$ cat src/sha256_pkg.sv
// Shared constants, types and round functions for the SHA-256 engine.
package sha256_pkg;

    localparam logic [31:0] INIT_HASH [8] = '{
        32'h6a09e667, 32'hbb67ae85, 32'h3c6ef372, 32'ha54ff53a,
        32'h510e527f, 32'h9b05688c, 32'h1f83d9ab, 32'h5be0cd19
    };

    localparam logic [31:0] ROUND_K [64] = '{
        32'h428a2f98, 32'h71374491, 32'hb5c0fbcf, 32'he9b5dba5, 32'h3956c25b, 32'h59f111f1,
        32'h923f82a4, 32'hab1c5ed5, 32'hd807aa98, 32'h12835b01, 32'h243185be, 32'h550c7dc3,
        32'h72be5d74, 32'h80deb1fe, 32'h9bdc06a7, 32'hc19bf174, 32'he49b69c1, 32'hefbe4786,
        32'h0fc19dc6, 32'h240ca1cc, 32'h2de92c6f, 32'h4a7484aa, 32'h5cb0a9dc, 32'h76f988da,
        32'h983e5152, 32'ha831c66d, 32'hb00327c8, 32'hbf597fc7, 32'hc6e00bf3, 32'hd5a79147,
        32'h06ca6351, 32'h14292967, 32'h27b70a85, 32'h2e1b2138, 32'h4d2c6dfc, 32'h53380d13,
        32'h650a7354, 32'h766a0abb, 32'h81c2c92e, 32'h92722c85, 32'ha2bfe8a1, 32'ha81a664b,
        32'hc24b8b70, 32'hc76c51a3, 32'hd192e819, 32'hd6990624, 32'hf40e3585, 32'h106aa070,
        32'h19a4c116, 32'h1e376c08, 32'h2748774c, 32'h34b0bcb5, 32'h391c0cb3, 32'h4ed8aa4a,
        32'h5b9cca4f, 32'h682e6ff3, 32'h748f82ee, 32'h78a5636f, 32'h84c87814, 32'h8cc70208,
        32'h90befffa, 32'ha4506ceb, 32'hbef9a3f7, 32'hc67178f2
    };

    localparam logic [7:0] PAD_BYTE = 8'h80;
    localparam logic [5:0] LEN_POS  = 6'd56;

    // Command from the controller to the datapath.
    typedef struct packed {
        logic       wr_en;      // write a byte into the block buffer
        logic [7:0] wr_data;
        logic       cnt_add;    // add eight to the bit count
        logic       fill_clr;   // restart the fill at zero
        logic       load_len;   // bytes 56..63 come from the bit count
        logic       comp_start; // copy chaining words into working words
        logic       round_en;   // run one round
        logic       comp_fold;  // add working words into chaining words
        logic       restart;    // reload initial values, clear count and fill
        logic [2:0] out_sel;
    } sha_cmd_t;

    // Status from the datapath to the controller.
    typedef struct packed {
        logic [6:0] fill;
        logic       last_round;
    } sha_stat_t;

    function automatic logic [31:0] ror(input logic [31:0] x, input int n);
        ror = (x >> n) | (x << (32 - n));
    endfunction

endpackage

$ cat src/sha256_hash_engine.sv
// Top level of the byte-serial SHA-256 hash engine.
// SHA-256 engine that takes one message byte per item and returns the
// digest as eight 32-bit words after an end-of-message item. A byte is
// accepted while the engine is idle; each 64th byte starts a compression
// that runs one round per cycle, and the input stalls until it has been
// folded in. Finishing a message pads one byte per cycle up to 56 bytes
// (up to 64 more with a second compression), runs the final compression,
// then offers the eight digest words, index 0 first.
// The input is not accepted while digest words are pending; after the
// eighth word the engine restarts from the initial hash values.
module sha256_hash_engine
    import sha256_pkg::*;
(
    input  logic        aclk,
    input  logic        aresetn,
    input  logic        s_valid,
    output logic        s_ready,
    input  logic [7:0]  s_data_byte,
    input  logic        s_has_byte,
    input  logic        s_end_of_message,
    output logic        m_valid,
    input  logic        m_ready,
    output logic [31:0] m_digest_word,
    output logic [2:0]  m_word_index,
    output logic        m_last_word
);

    sha_cmd_t  cmd;
    sha_stat_t stat;

    sha256_ctrl u_ctrl (
        .aclk, .aresetn, .s_valid, .s_ready, .s_data_byte, .s_has_byte,
        .s_end_of_message, .m_valid, .m_ready, .m_word_index, .m_last_word,
        .cmd, .stat
    );

    sha256_datapath u_dp (
        .aclk, .aresetn, .cmd, .stat, .digest_word(m_digest_word)
    );

endmodule

$ cat src/sha256_datapath.sv
// Block buffer, message schedule, round logic and chaining words.
module sha256_datapath
    import sha256_pkg::*;
(
    input  logic        aclk,
    input  logic        aresetn,
    input  sha_cmd_t    cmd,
    output sha_stat_t   stat,
    output logic [31:0] digest_word
);

    logic [31:0] buf_reg [16];
    logic [6:0]  fill_reg, fill_next;
    logic [63:0] cnt_reg;
    logic [31:0] h_reg [8];
    logic [31:0] v_reg [8];
    logic [31:0] w_reg [16];
    logic [5:0]  rnd_reg;

    logic [31:0] w_cur, s0, s1, t1, t2, a, e;

    assign stat.fill       = fill_reg;
    assign stat.last_round = (rnd_reg == 6'd63);
    assign digest_word     = h_reg[cmd.out_sel];

    always_comb begin
        fill_next = fill_reg;
        if (cmd.wr_en) begin
            fill_next = fill_reg + 7'd1;
        end
        if (cmd.fill_clr || cmd.restart) begin
            fill_next = '0;
        end
    end

    // The block is held as sixteen big-endian words; a byte goes into its
    // lane of the word at the current fill, and the length fills the last two.
    always_ff @(posedge aclk) begin
        if (cmd.wr_en) begin
            buf_reg[fill_reg[5:2]][{~fill_reg[1:0], 3'b000} +: 8] <= cmd.wr_data;
        end
        if (cmd.load_len) begin
            buf_reg[LEN_POS[5:2]]        <= cnt_reg[63:32];
            buf_reg[LEN_POS[5:2] + 4'd1] <= cnt_reg[31:0];
        end
    end

    // Schedule: the first 16 words come from the buffer, later ones from the
    // 16-word window, which shifts every round with w_reg[0] the oldest entry.
    always_comb begin
        s0 = ror(w_reg[1], 7) ^ ror(w_reg[1], 18) ^ (w_reg[1] >> 3);
        s1 = ror(w_reg[14], 17) ^ ror(w_reg[14], 19) ^ (w_reg[14] >> 10);
        if (rnd_reg < 6'd16) begin
            w_cur = buf_reg[rnd_reg[3:0]];
        end else begin
            w_cur = w_reg[0] + s0 + w_reg[9] + s1;
        end
        a  = v_reg[0];
        e  = v_reg[4];
        t1 = v_reg[7] + (ror(e, 6) ^ ror(e, 11) ^ ror(e, 25))
           + ((e & v_reg[5]) ^ (~e & v_reg[6])) + ROUND_K[rnd_reg] + w_cur;
        t2 = (ror(a, 2) ^ ror(a, 13) ^ ror(a, 22))
           + ((a & v_reg[1]) ^ (a & v_reg[2]) ^ (v_reg[1] & v_reg[2]));
    end

    always_ff @(posedge aclk) begin
        if (cmd.comp_start) begin
            for (int i = 0; i < 8; i++) begin
                v_reg[i] <= h_reg[i];
            end
        end else if (cmd.round_en) begin
            for (int i = 1; i < 8; i++) begin
                v_reg[i] <= v_reg[i-1];
            end
            v_reg[4] <= v_reg[3] + t1;
            v_reg[0] <= t1 + t2;
            for (int i = 0; i < 15; i++) begin
                w_reg[i] <= w_reg[i+1];
            end
            w_reg[15] <= w_cur;
        end
    end

    always_ff @(posedge aclk) begin
        if (!aresetn) begin
            fill_reg <= '0;
            cnt_reg  <= '0;
            rnd_reg  <= '0;
            for (int i = 0; i < 8; i++) begin
                h_reg[i] <= INIT_HASH[i];
            end
        end else begin
            fill_reg <= fill_next;
            if (cmd.restart) begin
                cnt_reg <= '0;
                for (int i = 0; i < 8; i++) begin
                    h_reg[i] <= INIT_HASH[i];
                end
            end else begin
                if (cmd.cnt_add) begin
                    cnt_reg <= cnt_reg + 64'd8;
                end
                if (cmd.comp_fold) begin
                    for (int i = 0; i < 8; i++) begin
                        h_reg[i] <= h_reg[i] + v_reg[i];
                    end
                end
            end
            if (cmd.comp_start) begin
                rnd_reg <= '0;
            end else if (cmd.round_en) begin
                rnd_reg <= rnd_reg + 6'd1;
            end
        end
    end

endmodule

$ cat src/sha256_ctrl.sv
// Sequencer for byte intake, padding, compression and digest output.
module sha256_ctrl
    import sha256_pkg::*;
(
    input  logic       aclk,
    input  logic       aresetn,
    input  logic       s_valid,
    output logic       s_ready,
    input  logic [7:0] s_data_byte,
    input  logic       s_has_byte,
    input  logic       s_end_of_message,
    output logic       m_valid,
    input  logic       m_ready,
    output logic [2:0] m_word_index,
    output logic       m_last_word,
    output sha_cmd_t   cmd,
    input  sha_stat_t  stat
);

    localparam logic [2:0] ST_IDLE  = 3'd0;
    localparam logic [2:0] ST_START = 3'd1;
    localparam logic [2:0] ST_ROUND = 3'd2;
    localparam logic [2:0] ST_FOLD  = 3'd3;
    localparam logic [2:0] ST_PAD   = 3'd4;
    localparam logic [2:0] ST_OUT   = 3'd5;

    logic [2:0] state_reg, state_next;
    logic       eom_reg, eom_next;   // the message is being finished
    logic       pad_reg, pad_next;   // padding is underway
    logic       fin_reg, fin_next;   // the block in flight holds the length
    logic [2:0] idx_reg, idx_next;

    assign s_ready      = (state_reg == ST_IDLE);
    assign m_valid      = (state_reg == ST_OUT);
    assign m_word_index = idx_reg;
    assign m_last_word  = (idx_reg == 3'd7);

    always_comb begin
        state_next = state_reg;
        eom_next   = eom_reg;
        pad_next   = pad_reg;
        fin_next   = fin_reg;
        idx_next   = idx_reg;
        cmd        = '0;
        cmd.out_sel = idx_reg;
        case (state_reg)
            ST_IDLE: begin
                if (s_valid) begin
                    eom_next = s_end_of_message;
                    pad_next = 1'b0;
                    fin_next = 1'b0;
                    if (s_has_byte) begin
                        cmd.wr_en   = 1'b1;
                        cmd.wr_data = s_data_byte;
                        cmd.cnt_add = 1'b1;
                        if (stat.fill == 7'd63) begin
                            state_next = ST_START;
                        end else if (s_end_of_message) begin
                            state_next = ST_PAD;
                        end
                    end else if (s_end_of_message) begin
                        state_next = ST_PAD;
                    end
                end
            end
            ST_START: begin
                cmd.comp_start = 1'b1;
                state_next = ST_ROUND;
            end
            ST_ROUND: begin
                cmd.round_en = 1'b1;
                if (stat.last_round) begin
                    state_next = ST_FOLD;
                end
            end
            ST_FOLD: begin
                cmd.comp_fold = 1'b1;
                cmd.fill_clr  = 1'b1;
                if (fin_reg) begin
                    idx_next   = '0;
                    state_next = ST_OUT;
                end else if (eom_reg || pad_reg) begin
                    state_next = ST_PAD;
                end else begin
                    state_next = ST_IDLE;
                end
            end
            ST_PAD: begin
                // One pad byte a cycle: 0x80 first (eom_reg still set), then zeros.
                cmd.wr_en   = 1'b1;
                cmd.wr_data = eom_reg ? PAD_BYTE : 8'h00;
                eom_next    = 1'b0;
                pad_next    = 1'b1;
                if (stat.fill == 7'd63) begin
                    state_next = ST_START;
                end else if (stat.fill == 7'd55) begin
                    cmd.load_len = 1'b1;
                    cmd.wr_en    = 1'b1;
                    fin_next     = 1'b1;
                    state_next   = ST_START;
                end
            end
            ST_OUT: begin
                if (m_ready) begin
                    idx_next = idx_reg + 3'd1;
                    if (idx_reg == 3'd7) begin
                        cmd.restart = 1'b1;
                        state_next  = ST_IDLE;
                    end
                end
            end
            default: begin
                state_next = ST_IDLE;
            end
        endcase
    end

    always_ff @(posedge aclk) begin
        if (!aresetn) begin
            state_reg <= ST_IDLE;
            eom_reg   <= 1'b0;
            pad_reg   <= 1'b0;
            fin_reg   <= 1'b0;
            idx_reg   <= '0;
        end else begin
            state_reg <= state_next;
            eom_reg   <= eom_next;
            pad_reg   <= pad_next;
            fin_reg   <= fin_next;
            idx_reg   <= idx_next;
        end
    end

`ifndef SYNTHESIS
    a_no_accept_busy: assert property (@(posedge aclk) disable iff (!aresetn)
        (state_reg != ST_IDLE) |-> !s_ready)
        else $error("input taken while busy");
    a_round_follows_start: assert property (@(posedge aclk) disable iff (!aresetn)
        (state_reg == ST_START) |=> (state_reg == ST_ROUND))
        else $error("compression did not start");
    a_out_hold: assert property (@(posedge aclk) disable iff (!aresetn)
        (m_valid && !m_ready) |=> (m_valid && $stable(idx_reg)))
        else $error("digest word dropped");
`endif

endmodule
$ cat config.mk
export PLATFORM = sky130hd
export DESIGN_NAME = sha256_hash_engine
export DESIGN_NICKNAME = d
export VERILOG_FILES = /design/src/sha256_pkg.sv /design/src/sha256_hash_engine.sv /design/src/sha256_datapath.sv /design/src/sha256_ctrl.sv
export SDC_FILE = /design/constraint.sdc
export NUM_CORES = 2
export LEC_CHECK = 0
export BUFFER_PORTS_ARGS = -buffer_cell sky130_fd_sc_hd__buf_2
export CORE_ASPECT_RATIO = 1.5
export CORE_MARGIN = 3
export CORE_UTILIZATION = 60
export CTS_BUF_LIST = sky130_fd_sc_hd__clkbuf_4
export CTS_CLUSTER_SIZE = 10
export DETAILED_ROUTE_END_ITERATION = 8
export HOLD_SLACK_MARGIN = 0.08
export PLACE_DENSITY = 0.79
export SYNTH_ARGS = -nofsm -noshare
export SYNTH_HDL_FRONTEND = slang
export SYNTH_SLANG_ARGS = --single-unit
$ cat constraint.sdc
create_clock -name aclk -period 15.4 [get_ports aclk]
set_input_delay 3.08 -clock aclk [delete_from_list [all_inputs] [get_ports aclk]]
set_output_delay 3.08 -clock aclk [all_outputs]
set_load 0.05 [all_outputs]
==> flow_summary.yaml <==
synth:
  synth_cell_type_count: 93
  synthMuxAreaShare: 0.0776
  synth_top_family_by_area: "adder cells"
  ys_seq_elements: 1626
  synth_nets: 7829
  yosys_warnings: 0
  synth_cells: 7209
  synth_edf_count: 1501
  synth_xor_area_frac: 0.0607
  yosysSeqAreaShare: 0.535
  synth_compound_area_frac: 0.0982
  ys.flop_type: "edfxtp_1"
  avgSynthCellArea_um2: 12.3
  synthesis.area_mm2: 0.0889
  async_flop_share: 0
  synthAdderAreaFrac: 0.104
  synth_simple_gate_area_share: 0.0959
route:
  finalWirelength_mm: 266
  drt_first_pass_iters: 7
  wl_per_cell_um: 27.6
  drc_errors: 0
  ant_nets: 0
  num_vias: 61710
  drtIter0Drc: 6976
  avgViaCountPerCell: 6.41
floorplan:
  rows: 172
  die_h_um: 477
  dieArea_mm2: 0.153
  fp.dieW_um: 320
  io-pin-count: 52
  start_util: 0.605
  core_area_mm2: 0.147
setup_path:
  worstSetupEndpointType: "flip-flop"
  crit_fanout: 21
  rr_startpoint: "u_dp.rnd_reg[0]"
  critical_path_class: "flip-flop to flip-flop"
  cp.required_ns: 16.53
  worstSetupStartpointType: "flip-flop"
  crit_start: "u_dp.rnd_reg[0]"
  slowest_delay_ns: 0.80
  arrival_ns: 12.12
  slowest_stage: "ha_1"
hold_path:
  min_from: "u_dp.w_reg[3][38]"
  worstHoldPathType: "flip-flop to flip-flop"
finish:
  drive_above_1_share: 0.145
  syn2layout_area_growth_pct: 7.90
  fillers: 10957
  nNetsFinal: 8024
  fin_util: 0.653
status:
  status: "complete, no violations"
place:
  portBuffers: 51
  hpwl_mm: 194
  gp_congestion: 1.02
timing:
  skew_ns: 0.124
  max_freq_mhz: 90.9
  worstMarginPinSlew_ns: 1.30
  period_needed_ns: 11.00
  slew_headroom: 0.122
  setup_viol: 0
  rsz0062_at_grt: "false"
  fin_crit_sh: 0.714
  maxSlewViolCount: 0
  tns_ns: 0
  hold_viol: 0
grt:
  antenna_found_initial: 19
  grt_pass1_wl_mm: 392
  grt_use_total: 0.348
  first_global_vias: 61093
  gr-total-overflow: 0
  grt_max_degree: 131
clock_network:
  cts_tree: "yes"
  cts_setup_buffers: 0
  cts-resized-gates: 0
  cts.htree.levels: 5
  clk_latency_ns: 1.47
  tritoncts.num_buffers: 384
  holdBufCountCts: 0
  cts_root_buffer: "clkbuf_4"
  cts.path.max_buffers: 4
  clock_sinks: 1626
  clkTransAtPathRegs_ns: 0.08
job:
  maxCapViolCount: 0
==> through the flow <==
step	area [um^2]	hold WS, ns	instances	setup slack (ns)
2_1_floorplan	88900	0.400	7209	6.10
3_3_place_gp	91000	0.400	8932	4.75
3_5_place_dp	91000	0.405	8932	4.69
4_1_cts	95800	0.370	9617	4.60
5_1_grt	95900	0.366	9622	3.71
6_report	95900	0.371	9632	4.40
==> synthesized netlist by cell type (49+ instances only) <==
cell / n / share of area
a21o_1: 219 / 0.019
a21oi_1: 360 / 0.020
and2_1: 53 / 0.0037
and3_1: 66 / 0.0046
buf_1: 51 / 0.0022
clkbuf_1: 251 / 0.011
dfxtp_1: 125 / 0.028
edfxtp_1: 1501 / 0.51
fa_1: 197 / 0.044
ha_1: 409 / 0.058
inv_1: 356 / 0.015
mux2_2: 106 / 0.013
mux2i_1: 54 / 0.0061
mux4_2: 229 / 0.058
nand2_1: 889 / 0.038
nand2b_1: 72 / 0.0051
nand3_1: 93 / 0.0052
nor2_1: 454 / 0.019
nor2b_1: 56 / 0.0039
nor3_1: 83 / 0.0047
o21a_1: 49 / 0.0041
o21ai_0: 349 / 0.020
xnor2_1: 372 / 0.037
xor2_1: 241 / 0.024
==> layout make-up <==
cell class	count	area, um^2	area share
Antenna cell	15	37.5	0.000391
Sequential cell	1626	47600	0.496
Clock inverter	139	773	0.00806
Multi-Input combinational cell	4917	38900	0.405
Tap cell	1914	2390	0.0250
Clock buffer	546	4100	0.0427
Timing Repair Buffer	116	756	0.00788
Inverter	359	1360	0.0142
==> worst max-delay path, delay by kind of cell (launching register included) <==
kind / cells / cell delay, ns
AO/OA/AOI/OAI: 21 / 4.72
adder cells (fa/ha/maj): 7 / 3.31
buffers and inverters: 6 / 1.19
AND/OR/NAND/NOR: 5 / 0.69
XOR/XNOR: 2 / 0.41
flip-flops: 1 / 0.31
==> logic make-up after synthesis <==
family | after synthesis
AND/OR/NAND/NOR | 1914
flip-flops | 1626
AO/OA/AOI/OAI | 1376
buffers and inverters | 666
adder cells (fa/ha/maj) | 624
XOR/XNOR | 614
multiplexers | 389
==> per-layer routing <==
layer,track usage,up-vias,part of all wire
met5,0,-,0.00014
met4,0.222,6,0.074
met3,0.0741,823,0.098
met2,0.550,3512,0.47
met1,0.440,30362,0.36
li1,-,27007,-
==> final timing paths <==
path	end	depth (start not counted)	slack [ns]
worst min register to register	u_dp.w_reg[3][6]	0	0.37
worst max register to register	u_dp.v_reg[0][158]	41	4.40
worst min-delay path	u_dp.w_reg[3][6]	0	0.37
worst max-delay path	u_dp.v_reg[0][158]	41	4.40
==> placed cells by master, fill, tap and decap left out, types with 64 or more instances in the layout <==
master	count
clkinv_1	89
nor2_1	451
dfxtp_1	115
xor2_1	241
clkbuf_4	546
mux2_2	106
edfxtp_1	1501
buf_4	64
mux4_2	229
and3_1	66
fa_1	197
xnor2_1	372
inv_1	354
a21oi_1	360
nand2_1	887
o21ai_0	349
nand3_1	92
nand2b_1	71
a21o_1	219
ha_1	409
nor3_1	83
Power is left out: the tool's default activity adds up to more than one toggle a clock period on the data nets, which glitch-free logic cannot reach.
